`src/sv/frame_header_checker_assert.svh`:
```
// ---------------------------------------------------------------------------
// Frame header checker assertion macros
// Shared concurrent assertion forms used by the checker's RTL modules.
// ---------------------------------------------------------------------------
`ifndef FRAME_HEADER_CHECKER_ASSERT_SVH
`define FRAME_HEADER_CHECKER_ASSERT_SVH

// The property must hold at every clock edge outside reset.
`define FHC_ASSERT(lbl, clk, rst_n, prop, msg) \
  lbl: assert property (@(posedge clk) disable iff (!rst_n) (prop)) else $error(msg);

// The condition must never be true at a clock edge outside reset.
`define FHC_ASSERT_NEVER(lbl, clk, rst_n, cond, msg) \
  lbl: assert property (@(posedge clk) disable iff (!rst_n) !(cond)) else $error(msg);

`endif

```
`src/sv/fhc_pkg.sv`:
```
// ---------------------------------------------------------------------------
// Frame header checker package
// Word types, header layout constants, verdict codes and register indexes.
// ---------------------------------------------------------------------------
package fhc_pkg;

  // Configuration register indexes.
  localparam logic [1:0] CFG_SYNC_FIRST  = 2'd0;
  localparam logic [1:0] CFG_SYNC_SECOND = 2'd1;
  localparam logic [1:0] CFG_VERSION     = 2'd2;

  // Configuration reset values.
  localparam logic [7:0] SYNC_FIRST_RST  = 8'd170;
  localparam logic [7:0] SYNC_SECOND_RST = 8'd85;
  localparam logic [7:0] VERSION_RST     = 8'd1;

  // Header byte positions within a buffer.
  localparam logic [8:0] HDR_SYNC0     = 9'd0;
  localparam logic [8:0] HDR_SYNC1     = 9'd1;
  localparam logic [8:0] HDR_VERSION   = 9'd2;
  localparam logic [8:0] HDR_TYPE      = 9'd3;
  localparam logic [8:0] HDR_SENDER_LO = 9'd4;
  localparam logic [8:0] HDR_SENDER_HI = 9'd5;
  localparam logic [8:0] HDR_SEQ_LO    = 9'd6;
  localparam logic [8:0] HDR_SEQ_HI    = 9'd7;
  localparam logic [8:0] HDR_FLAGS     = 9'd8;
  localparam logic [8:0] HDR_LENGTH    = 9'd9;
  localparam logic [8:0] HDR_CHECKSUM  = 9'd10;
  localparam logic [8:0] HDR_LEN       = 9'd11;
  localparam logic [8:0] INDEX_MAX     = 9'd511;

  // Fault mark bit positions.
  localparam int unsigned MARK_SYNC = 0;
  localparam int unsigned MARK_VER  = 1;
  localparam int unsigned MARK_SUM  = 2;

  // Result word kinds.
  localparam logic KIND_PAYLOAD = 1'b0;
  localparam logic KIND_VERDICT = 1'b1;

  // Default depth of the result queue.
  localparam int unsigned FIFO_DEPTH = 4;

  typedef enum logic [2:0] {
    ST_OK          = 3'd0,
    ST_SHORT_HDR   = 3'd1,
    ST_BAD_SYNC    = 3'd2,
    ST_BAD_VERSION = 3'd3,
    ST_SHORT_PAY   = 3'd4,
    ST_BAD_SUM     = 3'd5
  } status_e;

  typedef struct packed {
    logic [7:0] data_byte;
    logic       buffer_end;
  } in_word_t;

  typedef struct packed {
    logic        kind;
    logic [7:0]  payload_byte;
    status_e     status;
    logic [7:0]  frame_type;
    logic [15:0] source_id;
    logic [15:0] seq_num;
    logic [7:0]  flags;
    logic [7:0]  body_len;
    logic [7:0]  checksum_byte;
    logic        last;
  } out_word_t;

  typedef struct packed {
    logic [7:0] sync_first;
    logic [7:0] sync_second;
    logic [7:0] version;
  } cfg_t;

  // Up to two result words handed to the queue in one cycle.
  typedef struct packed {
    logic [1:0] cnt;
    out_word_t  word0;
    out_word_t  word1;
  } push_t;

endpackage

```
`src/sv/fhc_frame_parser.sv`:
```
// ---------------------------------------------------------------------------
// Frame header checker parser
// Input register, per-buffer header state and the single-pass logic that
// forms payload and verdict words for the result queue.
// ---------------------------------------------------------------------------
module fhc_frame_parser (
  input  logic              clk_i,
  input  logic              rst_ni,
  input  fhc_pkg::cfg_t     cfg_i,
  input  logic              in_valid_i,
  output logic              in_stall_o,
  input  fhc_pkg::in_word_t in_data_i,
  input  logic              room_i,
  output fhc_pkg::push_t    push_o
);
  import fhc_pkg::*;

  // Input register.
  logic        in_valid_q;
  in_word_t    in_q;
  logic        fire;

  // Buffer state.
  logic [8:0]  idx_q, idx_d;
  logic [7:0]  xor_q, xor_d;
  logic [2:0]  fault_q, fault_d;
  logic [7:0]  type_q, type_d;
  logic [15:0] sender_q, sender_d;
  logic [15:0] seq_q, seq_d;
  logic [7:0]  flags_q, flags_d;
  logic [7:0]  len_q, len_d;
  logic [7:0]  sum_q, sum_d;

  logic [7:0]  b;
  logic [8:0]  total;
  logic        pay;
  logic        show;
  status_e     status;
  out_word_t   pay_word, ver_word;

  // The held word moves on once the queue can take a full push.
  assign fire       = in_valid_q && room_i;
  assign in_stall_o = in_valid_q && !room_i;

  always_ff @(posedge clk_i or negedge rst_ni) begin
    if (!rst_ni) begin
      in_valid_q <= 1'b0;
    end else if (!in_stall_o) begin
      in_valid_q <= in_valid_i;
    end
  end

  always_ff @(posedge clk_i) begin
    if (!in_stall_o && in_valid_i) begin
      in_q <= in_data_i;
    end
  end

  // Header parsing, payload selection and verdict.
  always_comb begin
    b        = in_q.data_byte;
    xor_d    = xor_q;
    fault_d  = fault_q;
    type_d   = type_q;
    sender_d = sender_q;
    seq_d    = seq_q;
    flags_d  = flags_q;
    len_d    = len_q;
    sum_d    = sum_q;
    pay      = 1'b0;

    if (idx_q < HDR_CHECKSUM) begin
      xor_d = xor_q ^ b;
    end

    case (idx_q)
      HDR_SYNC0:     if (b != cfg_i.sync_first) fault_d[MARK_SYNC] = 1'b1;
      HDR_SYNC1:     if (b != cfg_i.sync_second) fault_d[MARK_SYNC] = 1'b1;
      HDR_VERSION:   if (b != cfg_i.version) fault_d[MARK_VER] = 1'b1;
      HDR_TYPE:      type_d = b;
      HDR_SENDER_LO: sender_d = {sender_q[15:8], b};
      HDR_SENDER_HI: sender_d = {b, sender_q[7:0]};
      HDR_SEQ_LO:    seq_d = {seq_q[15:8], b};
      HDR_SEQ_HI:    seq_d = {b, seq_q[7:0]};
      HDR_FLAGS:     flags_d = b;
      HDR_LENGTH:    len_d = b;
      HDR_CHECKSUM: begin
        sum_d = b;
        if (b != xor_q) fault_d[MARK_SUM] = 1'b1;
      end
      default: begin
        pay = (idx_q < HDR_LEN + {1'b0, len_q}) && (fault_q == 3'd0);
      end
    endcase

    // Byte count including this byte, saturating.
    total = (idx_q < INDEX_MAX) ? idx_q + 9'd1 : idx_q;
    idx_d = total;

    if (total < HDR_LEN) begin
      status = ST_SHORT_HDR;
    end else if (fault_d[MARK_SYNC]) begin
      status = ST_BAD_SYNC;
    end else if (fault_d[MARK_VER]) begin
      status = ST_BAD_VERSION;
    end else if (total < HDR_LEN + {1'b0, len_d}) begin
      status = ST_SHORT_PAY;
    end else if (fault_d[MARK_SUM]) begin
      status = ST_BAD_SUM;
    end else begin
      status = ST_OK;
    end
    show = (status != ST_SHORT_HDR);

    pay_word.kind          = KIND_PAYLOAD;
    pay_word.payload_byte  = b;
    pay_word.status        = ST_OK;
    pay_word.frame_type    = type_q;
    pay_word.source_id     = sender_q;
    pay_word.seq_num       = seq_q;
    pay_word.flags         = flags_q;
    pay_word.body_len      = len_q;
    pay_word.checksum_byte = sum_q;
    pay_word.last          = 1'b0;

    ver_word.kind          = KIND_VERDICT;
    ver_word.payload_byte  = 8'd0;
    ver_word.status        = status;
    ver_word.frame_type    = show ? type_d : 8'd0;
    ver_word.source_id     = show ? sender_d : 16'd0;
    ver_word.seq_num       = show ? seq_d : 16'd0;
    ver_word.flags         = show ? flags_d : 8'd0;
    ver_word.body_len      = show ? len_d : 8'd0;
    ver_word.checksum_byte = show ? sum_d : 8'd0;
    ver_word.last          = 1'b1;

    // A payload word always goes ahead of the verdict.
    push_o.cnt   = fire ? (2'(pay) + 2'(in_q.buffer_end)) : 2'd0;
    push_o.word0 = pay ? pay_word : ver_word;
    push_o.word1 = ver_word;
  end

  // Buffer state update; a verdict rearms for the next buffer.
  always_ff @(posedge clk_i or negedge rst_ni) begin
    if (!rst_ni) begin
      idx_q    <= '0;
      xor_q    <= '0;
      fault_q  <= '0;
      type_q   <= '0;
      sender_q <= '0;
      seq_q    <= '0;
      flags_q  <= '0;
      len_q    <= '0;
      sum_q    <= '0;
    end else if (fire) begin
      if (in_q.buffer_end) begin
        idx_q    <= '0;
        xor_q    <= '0;
        fault_q  <= '0;
        type_q   <= '0;
        sender_q <= '0;
        seq_q    <= '0;
        flags_q  <= '0;
        len_q    <= '0;
        sum_q    <= '0;
      end else begin
        idx_q    <= idx_d;
        xor_q    <= xor_d;
        fault_q  <= fault_d;
        type_q   <= type_d;
        sender_q <= sender_d;
        seq_q    <= seq_d;
        flags_q  <= flags_d;
        len_q    <= len_d;
        sum_q    <= sum_d;
      end
    end
  end

`include "frame_header_checker_assert.svh"

  `FHC_ASSERT(a_rearm, clk_i, rst_ni, (fire && in_q.buffer_end) |=> (idx_q == 9'd0 && fault_q == 3'd0), "state not cleared after verdict")
  `FHC_ASSERT_NEVER(a_clean_payload, clk_i, rst_ni, (push_o.cnt != 2'd0 && push_o.word0.kind == KIND_PAYLOAD && fault_q != 3'd0), "payload passed from a faulty header")

endmodule

```
`config.mk`:
```
export PLATFORM = sky130hd
export DESIGN_NAME = fhc_frame_parser
export DESIGN_NICKNAME = d
export VERILOG_FILES = /design/src/sv/fhc_pkg.sv /design/src/sv/fhc_frame_parser.sv
export VERILOG_INCLUDE_DIRS = /design/src /design/src/sv
export SDC_FILE = /design/constraint.sdc
export NUM_CORES = 1
export LEC_CHECK = 0
export BUFFER_PORTS_ARGS = -buffer_cell sky130_fd_sc_hd__buf_2
export CORE_ASPECT_RATIO = 1.4
export CORE_UTILIZATION = 25
export CTS_CLUSTER_SIZE = 25
export DETAILED_ROUTE_END_ITERATION = 8
export PLACE_DENSITY_LB_ADDON = 0.12
export SLEW_MARGIN = 20
export SYNTH_ARGS = -nofsm -noshare
export SYNTH_HDL_FRONTEND = slang
export SYNTH_SLANG_ARGS = --single-unit
export TNS_END_PERCENT = 20
```
`constraint.sdc`:
```
create_clock -name clk_i -period 7.15 [get_ports clk_i]
set_clock_uncertainty 0.1 [all_clocks]
set_input_delay 1.43 -clock clk_i [delete_from_list [all_inputs] [get_ports clk_i]]
set_output_delay 1.43 -clock clk_i [all_outputs]
set_load 0.02 [all_outputs]
```
==> reports/qor.yml, run 1 <==
hold-path-endpoint: "sum_q[6]"
final.setup.tns_ns: 0
synthFlopType: "dfrtp_1"
wl_per_cell_um: 20.4
grt_usage_pct: 19.7
status: "complete, no violations"
first_iter_violations: 515
portBuffers: 183
yosysMostFrequentCell: "nand2_1"
ff2ff_path_depth: 7
overflow: 0
path_class: "reg2out"
root_buffer: "clkbuf_16"
cts.reportedPaths.clkPinSlew_ns: 0.08
peakVddDrop_v: 0.0000925
finalCritPeriodShare_pct: 86.1
die_x_um: 146
fillers: 3160
multi_input_comb_area_um2: 4370
hold_viol: 0
n_antenna_cell: 0
power.leakage_nw: 4.10
p_per_area_nw_per_um2: 254
ios: 194
worst_r2r_startpoint: "idx_q[7]"
grtUsageMet1_pct: 23.3
grt_max_degree: 63
synth_area_leaders: "dfrtp_1 (29%), a22o_1 (8.0%), nand2_1 (8.0%), a22oi_1 (5.8%), o21ai_0 (4.8%)"
yosysSeqAreaShare_pct: 33.0
synth_cell_types: 57
synthCells: 916
clk-insertion-delay-late_ns: 0.36
cap_violations: 0
drt_pass1_iterations: 5
numCtsBuffers: 9
period_needed_ns: 6.16
crit_path_start_kind: "register"
final_area_um2: 8660
place_area_um2: 8360
worstPathMaxFanout: 18
finalPower_w: 0.00220
vias: 7408
cts.sinks: 94
drcViolationCount: 0
h-tree-depth: 3
grtUsageMet3_pct: 2.84
setup_violations: 0
synth_top_area_cell: "dfrtp_1"
syn_area_um2: 7260
end_kind: "primary output"
initial_utilization_pct: 25.5
gp_routability_congestion: 0.798
fmax_ghz: 0.162
dp_hpwl_um: 19900
critPathRequiredTime_ns: 5.62
synth_enable_flop_cells: 9
postLayoutCoreUtil_pct: 30.4
hold_path.class: "reg2reg"
r2r-end: "sender_q[11]"
synth_top_area_share_pct: 29.3
synth-async-reset-ratio_pct: 90.4
global_route.usage.met2_pct: 35.9
fin_nets: 1107
finalMaxSlewViolations: 0
rsz0062_at_grt: "false"
synth_warnings: 0
seqCellArea_um2: 2400
grt_pass1_wl_um: 44700
drt-total-wl_um: 29200
postRouteAntennaNets: 0
rrSetupSlack_ns: 4.03
reg_top3: "sender_q: 16 flops, seq_q: 16 flops, idx_q: 9 flops"
post_cts_resized: 0
core_area_um2: 28500
first_global_vias: 7472
ys_seq_elements: 94
routed_via_density: 5.19
drive_gt1_share_pct: 21.9
top_usage_layer: "met2"
cts_hold_buf: 0
tritoncts: "built"
rows: 73
synth.avg_cell_area_um2: 7.92
min_path_cells: 2
cp.arrival_ns: 4.63
area_growth_pct: 19.4
hp-start: "sum_q[6]"
maxSlewHeadroom_pct: 42.3
synth_common_cells: "nand2_1 (154), dfrtp_1 (85), nor2_1 (69), o21ai_0 (69), a22o_1 (66)"
worstMarginPinSlew_ns: 0.866
antenna_found_initial: 0
post_cts_buffers: 0
die_area_um2: 29700
die_h_um: 204
clk_path_buf_depth: 2
-- through the flow --
| step | hold slack [ns] | setup WS (ns) | cells |
|---|---|---|---|
| final | 0.409 | 0.994 | 1428 |
| after global routing | 0.428 | 0.588 | 1428 |
| after CTS | 0.413 | 0.996 | 1428 |
| after detailed placement | 0.394 | 1.41 | 1412 |
| after global placement | 0.391 | 1.55 | 1412 |
| after floorplan | 0.369 | 2.12 | 924 |
-- kinds of logic (layout without fill, tap and decap cells) --
| group | after synthesis | in the layout | synth area share, % |
|---|---|---|---|
| fa+ha+maj | 22 | 22 | 3.79 |
| simple gates | 328 | 328 | 20.9 |
| other cells | 2 | 10 | 0.103 |
| mux | 6 | 6 | 0.845 |
| xor+xnor | 41 | 41 | 4.95 |
| flops | 94 | 94 | 33.0 |
| buf+inv | 107 | 236 | 7.27 |
| compound gates | 316 | 316 | 29.1 |
-- cells in the final DEF (no fill, tap or decap), drive strengths merged, types with 8 or more instances in the layout --
master	synthesis	layout
buf	38	202
nand2	154	154
dfrtp	85	85
o21ai	85	85
nor2	70	70
a22o	66	66
a21oi	58	58
a22oi	56	56
and2	31	31
xor2	30	30
ha	22	22
inv	18	21
nand3	17	17
a21boi	17	17
xnor2	11	11
conb	2	10
clkbuf	51	10
nand2b	9	9
edfxtp	9	9
nor4	9	9
nor3	9	9
and3	8	8
-- power by group --
group	total [W]	switching (W)	internal, W
Sequential	0.000810	0.000145	0.000665
Clock	0.000504	0.000248	0.000256
Combinational	0.000884	0.000553	0.000331
-- worst max-delay path, stage by stage, from the launching register on --
cell and delay [ns]:
dfrtp_1 0.50, inv_1 0.12, ha_1 0.42, nor4bb_1 0.41, nand2_1 0.45, a21boi_0 0.54, xor2_1 0.14, ha_1 0.20
a21oi_1 0.13, o21a_1 0.15, o2111ai_1 0.11, a211oi_1 0.47, o21ai_1 0.11, a21o_1 0.22, and2_1 0.14, buf_2 0.15
-- routing by layer --
layer | share of wire (%) | wire length [um]
met1 | 42 | 12200
met2 | 52 | 15300
met3 | 3.6 | 1040
met4 | 2.4 | 701
met5 | 0 | 0
-- worst max-delay path by stage --
stage,start,cells after the start,endpoint
global route,idx_q[1],15,push_o[142]
global placement,idx_q[1],15,push_o[142]
detailed placement,idx_q[1],15,push_o[142]
CTS,idx_q[1],15,push_o[142]
floorplan,idx_q[7],14,push_o[144]
finish,idx_q[1],15,push_o[142]
-- cell type report --
type                            count  area share [%]
Clock buffer                       10            2.76
Timing Repair Buffer              202            12.2
Sequential cell                    94            27.7
Multi-Input combinational cell    723            50.4
Tap cell                          375            5.42
Inverter                           18           0.780
Clock inverter                      6           0.722
(Power assumes the default switching activity.)
==> run 2, diff against run 1 <==
--- a/config.mk
+++ b/config.mk
@@ -7,7 +7,6 @@
 export NUM_CORES = 1
 export LEC_CHECK = 0
 export BUFFER_PORTS_ARGS = -buffer_cell sky130_fd_sc_hd__buf_2
-export CORE_ASPECT_RATIO = 1.4
 export CORE_UTILIZATION = 25
 export CTS_CLUSTER_SIZE = 25
 export DETAILED_ROUTE_END_ITERATION = 8
==> constraint.sdc (replaced) <==
create_clock -name clk_i -period 7.15 [get_ports clk_i]
set_clock_uncertainty 0.1 [all_clocks]
set_input_delay 1.0725 -clock clk_i [delete_from_list [all_inputs] [get_ports clk_i]]
set_output_delay 1.0725 -clock clk_i [all_outputs]
set_load 0.02 [all_outputs]
==> run 2 against run 1 <==
Effect of this change: global-route usage down 0.22 points; clock power fell by 1%; critical path depth is 2 higher; combinational power down 0.5%; fmax grew 6.6%; largest power group unchanged; core utilization fell by 0.23 points; critical endpoint unchanged; critical path type unchanged; design area down 0.32%.
==> reports/qor.yml, run 2 (synthesis gave the netlist of run 1 again) <==
pwr-share-clk_pct: 22.8  # about the same
maxSlewHeadroom_pct: 29.1  # -13 points
path_depth: 17  # +2
core_area_um2: 28600  # +0.45%
wl_per_cell_um: 19.9  # -2.4%
ios: 194  # unchanged
post_cts_resized: 0  # unchanged
die_area_um2: 29700  # about the same
initial_utilization_pct: 25.4  # -0.11 points
numCtsBuffers: 9  # unchanged
status: "complete, no violations"
routed_via_density: 5.11  # -1.5%
vias: 7322  # -1.2%
fin_nets: 1103  # -0.36%
fillers: 3072  # -2.8%
setup_violations: 0  # unchanged
h-tree-depth: 3  # unchanged
reg_top3: "sender_q: 16 flops, seq_q: 16 flops, idx_q: 9 flops"
die_h_um: 172  # -15%
path_cells: "inv_1, ha_1, nand4bb_1, nor2_1, o21ba_2, and2_1, nand2_1, xnor2_1, mux2i_1, ha_1, a21oi_1, nor2b_1, a211oi_1, o21ai_1, a21o_1, and2_1, buf_2"
cap_violations: 0  # unchanged
hold_path.class: "reg2reg"
dp_hpwl_um: 19000  # -4.1%
final_area_um2: 8640  # -0.32%
post_cts_buffers: 0  # unchanged
drt-total-wl_um: 28600  # -2.0%
power.leakage_nw: 4.08  # -0.49%
slowest_stage: "nor2_1"
finalMaxSlewViolations: 0  # unchanged
cts.reportedPaths.clkPinSlew_ns: 0.08  # about the same
portBuffers: 183  # unchanged
worstPathMaxFanout: 12  # -6
drcViolationCount: 0  # unchanged
grt_max_degree: 62  # -1.6%
cts_hold_buf: 0  # unchanged
end_kind: "primary output"
final_common_cell: "buf_2"
period_needed_ns: 5.77  # -0.382 ns
overflow: 0  # unchanged
hold_viol: 0  # unchanged
final.setup.tns_ns: 0  # unchanged
root_buffer: "clkbuf_16"
final_cell_mix: "buf_2 (182), nand2_1 (153), dfrtp_1 (85), o21ai_0 (69), nor2_1 (69)"
place_area_um2: 8340  # -0.21%
critPathRequiredTime_ns: 5.98  # +0.36 ns
area_growth_pct: 19.0
die_x_um: 172  # +18%
n_antenna_cell: 0  # unchanged
sequentialPowerShare_pct: 36.8  # about the same
path_class: "reg2out"
ff2ff_path_depth: 7  # unchanged
switching_share_pct: 42.8  # -0.20 points
drt_pass1_iterations: 5  # unchanged
p_per_area_nw_per_um2: 252  # -0.50%
postRouteAntennaNets: 0  # unchanged
finalCritPeriodShare_pct: 80.8  # -5.3 points
slowest_delay_ns: 0.74  # +0.20 ns
rsz0062_at_grt: "false"
crit_path_start_kind: "register"
first_global_vias: 7110  # -4.8%
fmax_ghz: 0.173  # +6.6%
rows: 62  # -15%
power.switching_w: 0.000934  # -1.3%
worstMarginPinSlew_ns: 1.06  # +0.198 ns
cts.sinks: 94  # unchanged
path_delay_family: "simple AND/OR/NAND/NOR gates"
tritoncts: "built"
antenna_found_initial: 0  # unchanged
cp.arrival_ns: 4.60  # -0.03 ns
grt_usage_pct: 19.4  # -0.22 points
clk_path_buf_depth: 2  # unchanged
gp_routability_congestion: 0.817  # +2.3%
drive_gt1_share_pct: 21.6  # -0.30 points
first_iter_violations: 531  # +3.1%
intPower_w: 0.00125  # -0.47%
crit_buf_inv: 2  # unchanged
peakVddDrop_v: 0.0000982  # +6.2%
min_path_cells: 1  # -1
clk-insertion-delay-late_ns: 0.36  # about the same
grt_pass1_wl_um: 43400  # -2.9%
p_comb_share_pct: 40.4  # +0.2 points
run 2: cell type report:
class | count | area [um^2] | share of cell area [%]
sequential | 94 | 2400 | 27.8
tap | 384 | 480 | 5.56
clock inverter | 6 | 52.6 | 0.609
multi-input combinational | 723 | 4370 | 50.6
inverter | 18 | 67.6 | 0.782
timing repair buffer | 198 | 1030 | 11.9
clock buffer | 10 | 239 | 2.77
run 2: routing by layer:
| metal | up-vias | wire length [um] | track usage, % |
|---|---|---|---|
| met5 | - | 0 | 0 |
| met4 | 0 | 295 | 4.27 |
| met3 | 20 | 1360 | 3.52 |
| met2 | 209 | 13500 | 31.7 |
| met1 | 3591 | 13400 | 26.6 |
| li1 | 3502 | - | - |
run 2: worst paths after layout:
kind                       slack (ns)     start          end
max                              1.38  idx_q[1]  push_o[142]
min                              0.40  xor_q[6]     xor_q[6]
max reg2reg                      3.99  idx_q[7]  sender_q[4]
min reg2reg                      0.40  xor_q[6]     xor_q[6]
max in group asynchronous        5.22    rst_ni   fault_q[0]
min in group asynchronous        0.51    rst_ni    type_q[3]
run 2: per-stage QoR:
| stage | power [W] | util [%] | instances | setup slack [ns] | hold slack, ns |
|---|---|---|---|---|---|
| 2_1_floorplan | 0.00140 | - | 924 | 2.48 | 0.369 |
| 3_3_place_gp | 0.00169 | 29.2 | 1417 | 1.84 | 0.392 |
| 3_5_place_dp | 0.00170 | 29.2 | 1417 | 1.79 | 0.392 |
| 4_1_cts | 0.00220 | 30.2 | 1433 | 1.38 | 0.404 |
| 5_1_grt | 0.00234 | 30.2 | 1433 | 0.999 | 0.422 |
| 6_report | 0.00218 | 30.2 | 1433 | 1.38 | 0.400 |
run 2: power by group through the flow:
stage,clock [W],combinational [W],sequential [W]
2_1_floorplan,0,0.000638,0.000765
3_3_place_gp,0,0.000881,0.000813
3_5_place_dp,0,0.000884,0.000812
4_1_cts,0.000509,0.000887,0.000803
5_1_grt,0.000530,0.000986,0.000826
6_report,0.000497,0.000880,0.000803
==> run 3, diff against run 2 <==
==> constraint.sdc (replaced) <==
create_clock -name clk_i -period 5.2 [get_ports clk_i]
set_clock_uncertainty 0.1 [all_clocks]
set_input_delay 0.78 -clock clk_i [delete_from_list [all_inputs] [get_ports clk_i]]
set_output_delay 0.78 -clock clk_i [all_outputs]
set_load 0.02 [all_outputs]
==> run 3 against run 2 <==
Effect of this change: clock-buffer cell count increased by 1; largest cell class unchanged; clock power increased by 33%; flip-flop and latch count unchanged; highest routed layer unchanged; worst hold slack got worse by 0.0069 ns; sequential share of layout area decreased by 0.22 points.
==> reports/qor.yml, run 3 (synthesis gave the netlist of run 1 again) <==
status: "complete, no violations"
worst_r2r_startpoint: "idx_q[7]"
numCtsBuffers: 9  # unchanged
rsz0062_at_grt: "false"
core_area_um2: 28600  # unchanged
worstMarginPinSlew_ns: 0.908  # -0.155 ns
final.setup.tns_ns: 0  # unchanged
maxSlewHeadroom_pct: 39.2  # +10 points
drt-total-wl_um: 29000  # +1.5%
cap_violations: 0  # unchanged
drive_gt1_share_pct: 22.4  # +0.76 points
power.leakage_nw: 4.11  # +0.73%
first_global_vias: 7205  # +1.3%
die_x_um: 172  # unchanged
hold_viol: 0  # unchanged
postRouteAntennaNets: 0  # unchanged
die_area_um2: 29700  # unchanged
n_antenna_cell: 0  # unchanged
cts.sinks: 94  # unchanged
grt_max_degree: 56  # -9.7%
seqCellArea_um2: 2400  # unchanged
overflow: 0  # unchanged
ios: 194  # unchanged
period_needed_ns: 5.00
rrSetupSlack_ns: 1.91  # -2.08 ns
rows: 62  # unchanged
ff2ff_path_depth: 7  # unchanged
initial_utilization_pct: 25.4  # unchanged
fmax_ghz: 0.200
first_iter_violations: 494  # -7.0%
fillers: 3117  # +1.5%
grt_pass1_wl_um: 44100  # +1.5%
r2r-end: "seq_q[13]"
cts_hold_buf: 0  # unchanged
drt_pass1_iterations: 5  # unchanged
fin_nets: 1112  # +0.82%
portBuffers: 183  # unchanged
final_cell_mix: "buf_2 (182), nand2_1 (152), dfrtp_1 (85), o21ai_0 (69), nor2_1 (68)"
clk_path_buf_depth: 2  # unchanged
hold-worst-slack_ns: 0.393  # -0.00692 ns
crit_path_start_kind: "register"
h-tree-depth: 3  # unchanged
tritoncts: "built"
dp_hpwl_um: 19700  # +3.4%
end_kind: "primary output"
finalMaxSlewViolations: 0  # unchanged
routed_via_density: 5.18  # +1.3%
die_h_um: 172  # unchanged
area_growth_pct: 19.9
finalCritPeriodShare_pct: 96.1
reg_top3: "sender_q: 16 flops, seq_q: 16 flops, idx_q: 9 flops"
multi_input_comb_area_um2: 4380  # +0.37%
vias: 7466  # +2.0%
worstPathMaxFanout: 9  # -3
critPathRequiredTime_ns: 4.32  # -1.66 ns
clk-insertion-delay-late_ns: 0.35  # about the same
cp.arrival_ns: 4.12  # -0.48 ns
final_common_cell: "buf_2"
setup_violations: 0  # unchanged
post_cts_buffers: 0  # unchanged
p_per_area_nw_per_um2: 343  # +36%
hold_path.class: "in2async"
cts.reportedPaths.clkPinSlew_ns: 0.08  # about the same
root_buffer: "clkbuf_16"
antenna_found_initial: 0  # unchanged
wl_per_cell_um: 20.1  # +0.83%
path_class: "reg2out"
drcViolationCount: 0  # unchanged
peakVddDrop_v: 0.000141  # +43%
grt_usage_pct: 19.7  # +0.27 points
gp_routability_congestion: 0.854  # +4.5%
[run 3: worst max path at each step]
stage	startpoint	end	slack, ns	cells after the start
2_1_floorplan	idx_q[7]	push_o[144]	0.82	14
3_3_place_gp	idx_q[7]	push_o[144]	0.41	15
3_5_place_dp	idx_q[7]	push_o[142]	0.44	15
4_1_cts	idx_q[7]	push_o[142]	0.03	16
5_1_grt	idx_q[7]	push_o[142]	0.01	15
6_report	idx_q[7]	push_o[142]	0.20	15
[run 3: repair_timing]
item / CTS / global route
endpoints found under the setup margin: 0 / 4
endpoints found under the hold margin: 0 / 0
gates resized for setup: 0 / 5
[run 3: power breakdown]
part	leakage [nW]	total [W]	internal [W]	switching, W
registers	1.16	0.00111	0.000915	0.000198
clock network	0.128	0.000660	0.000332	0.000328
logic	2.82	0.00121	0.000455	0.000759
[run 3: area by class of cell]
class | instances | area share, %
Multi-Input combinational cell | 723 | 50.4
Sequential cell | 94 | 27.5
Timing Repair Buffer | 207 | 12.6
Tap cell | 384 | 5.52
Clock buffer | 11 | 2.67
Inverter | 18 | 0.776
Clock inverter | 5 | 0.503
[run 3: layer usage]
metal	part of all wire, %	vias to the layer above	wire (um)	track usage, %
met5	0	-	0	0
met3	4.0	17	1170	3.02
met1	47	3694	13600	26.8
li1	-	3535	-	-
met2	48	220	13800	32.6
met4	1.3	0	382	4.54
[run 3: critical path: stages (launching register included)]
cell	delay, ns
dfrtp_1	0.52
or4_4	0.68
nor4_1	0.28
o21ba_2	0.23
and2_1	0.19
xor2_1	0.22
ha_1	0.28
a21o_1	0.16
a21oi_1	0.14
nor2b_1	0.06
a211oi_1	0.24
buf_4	0.18
o21ai_1	0.06
a21o_1	0.21
and2_1	0.16
buf_2	0.16
[run 3: per-stage QoR]
stage                     instance area, um^2  setup WS (ns)  total power [W]  utilization [%]  instances
final                                    8700          0.203          0.00299             30.4       1442
after global routing                     8700         0.0126          0.00321             30.4       1442
after CTS                                8690         0.0305          0.00302             30.4       1442
after detailed placement                 8410          0.443          0.00234             29.4       1426
after global placement                   8410          0.410          0.00234             29.4       1426
after floorplan                          7290          0.821          0.00193                -        924
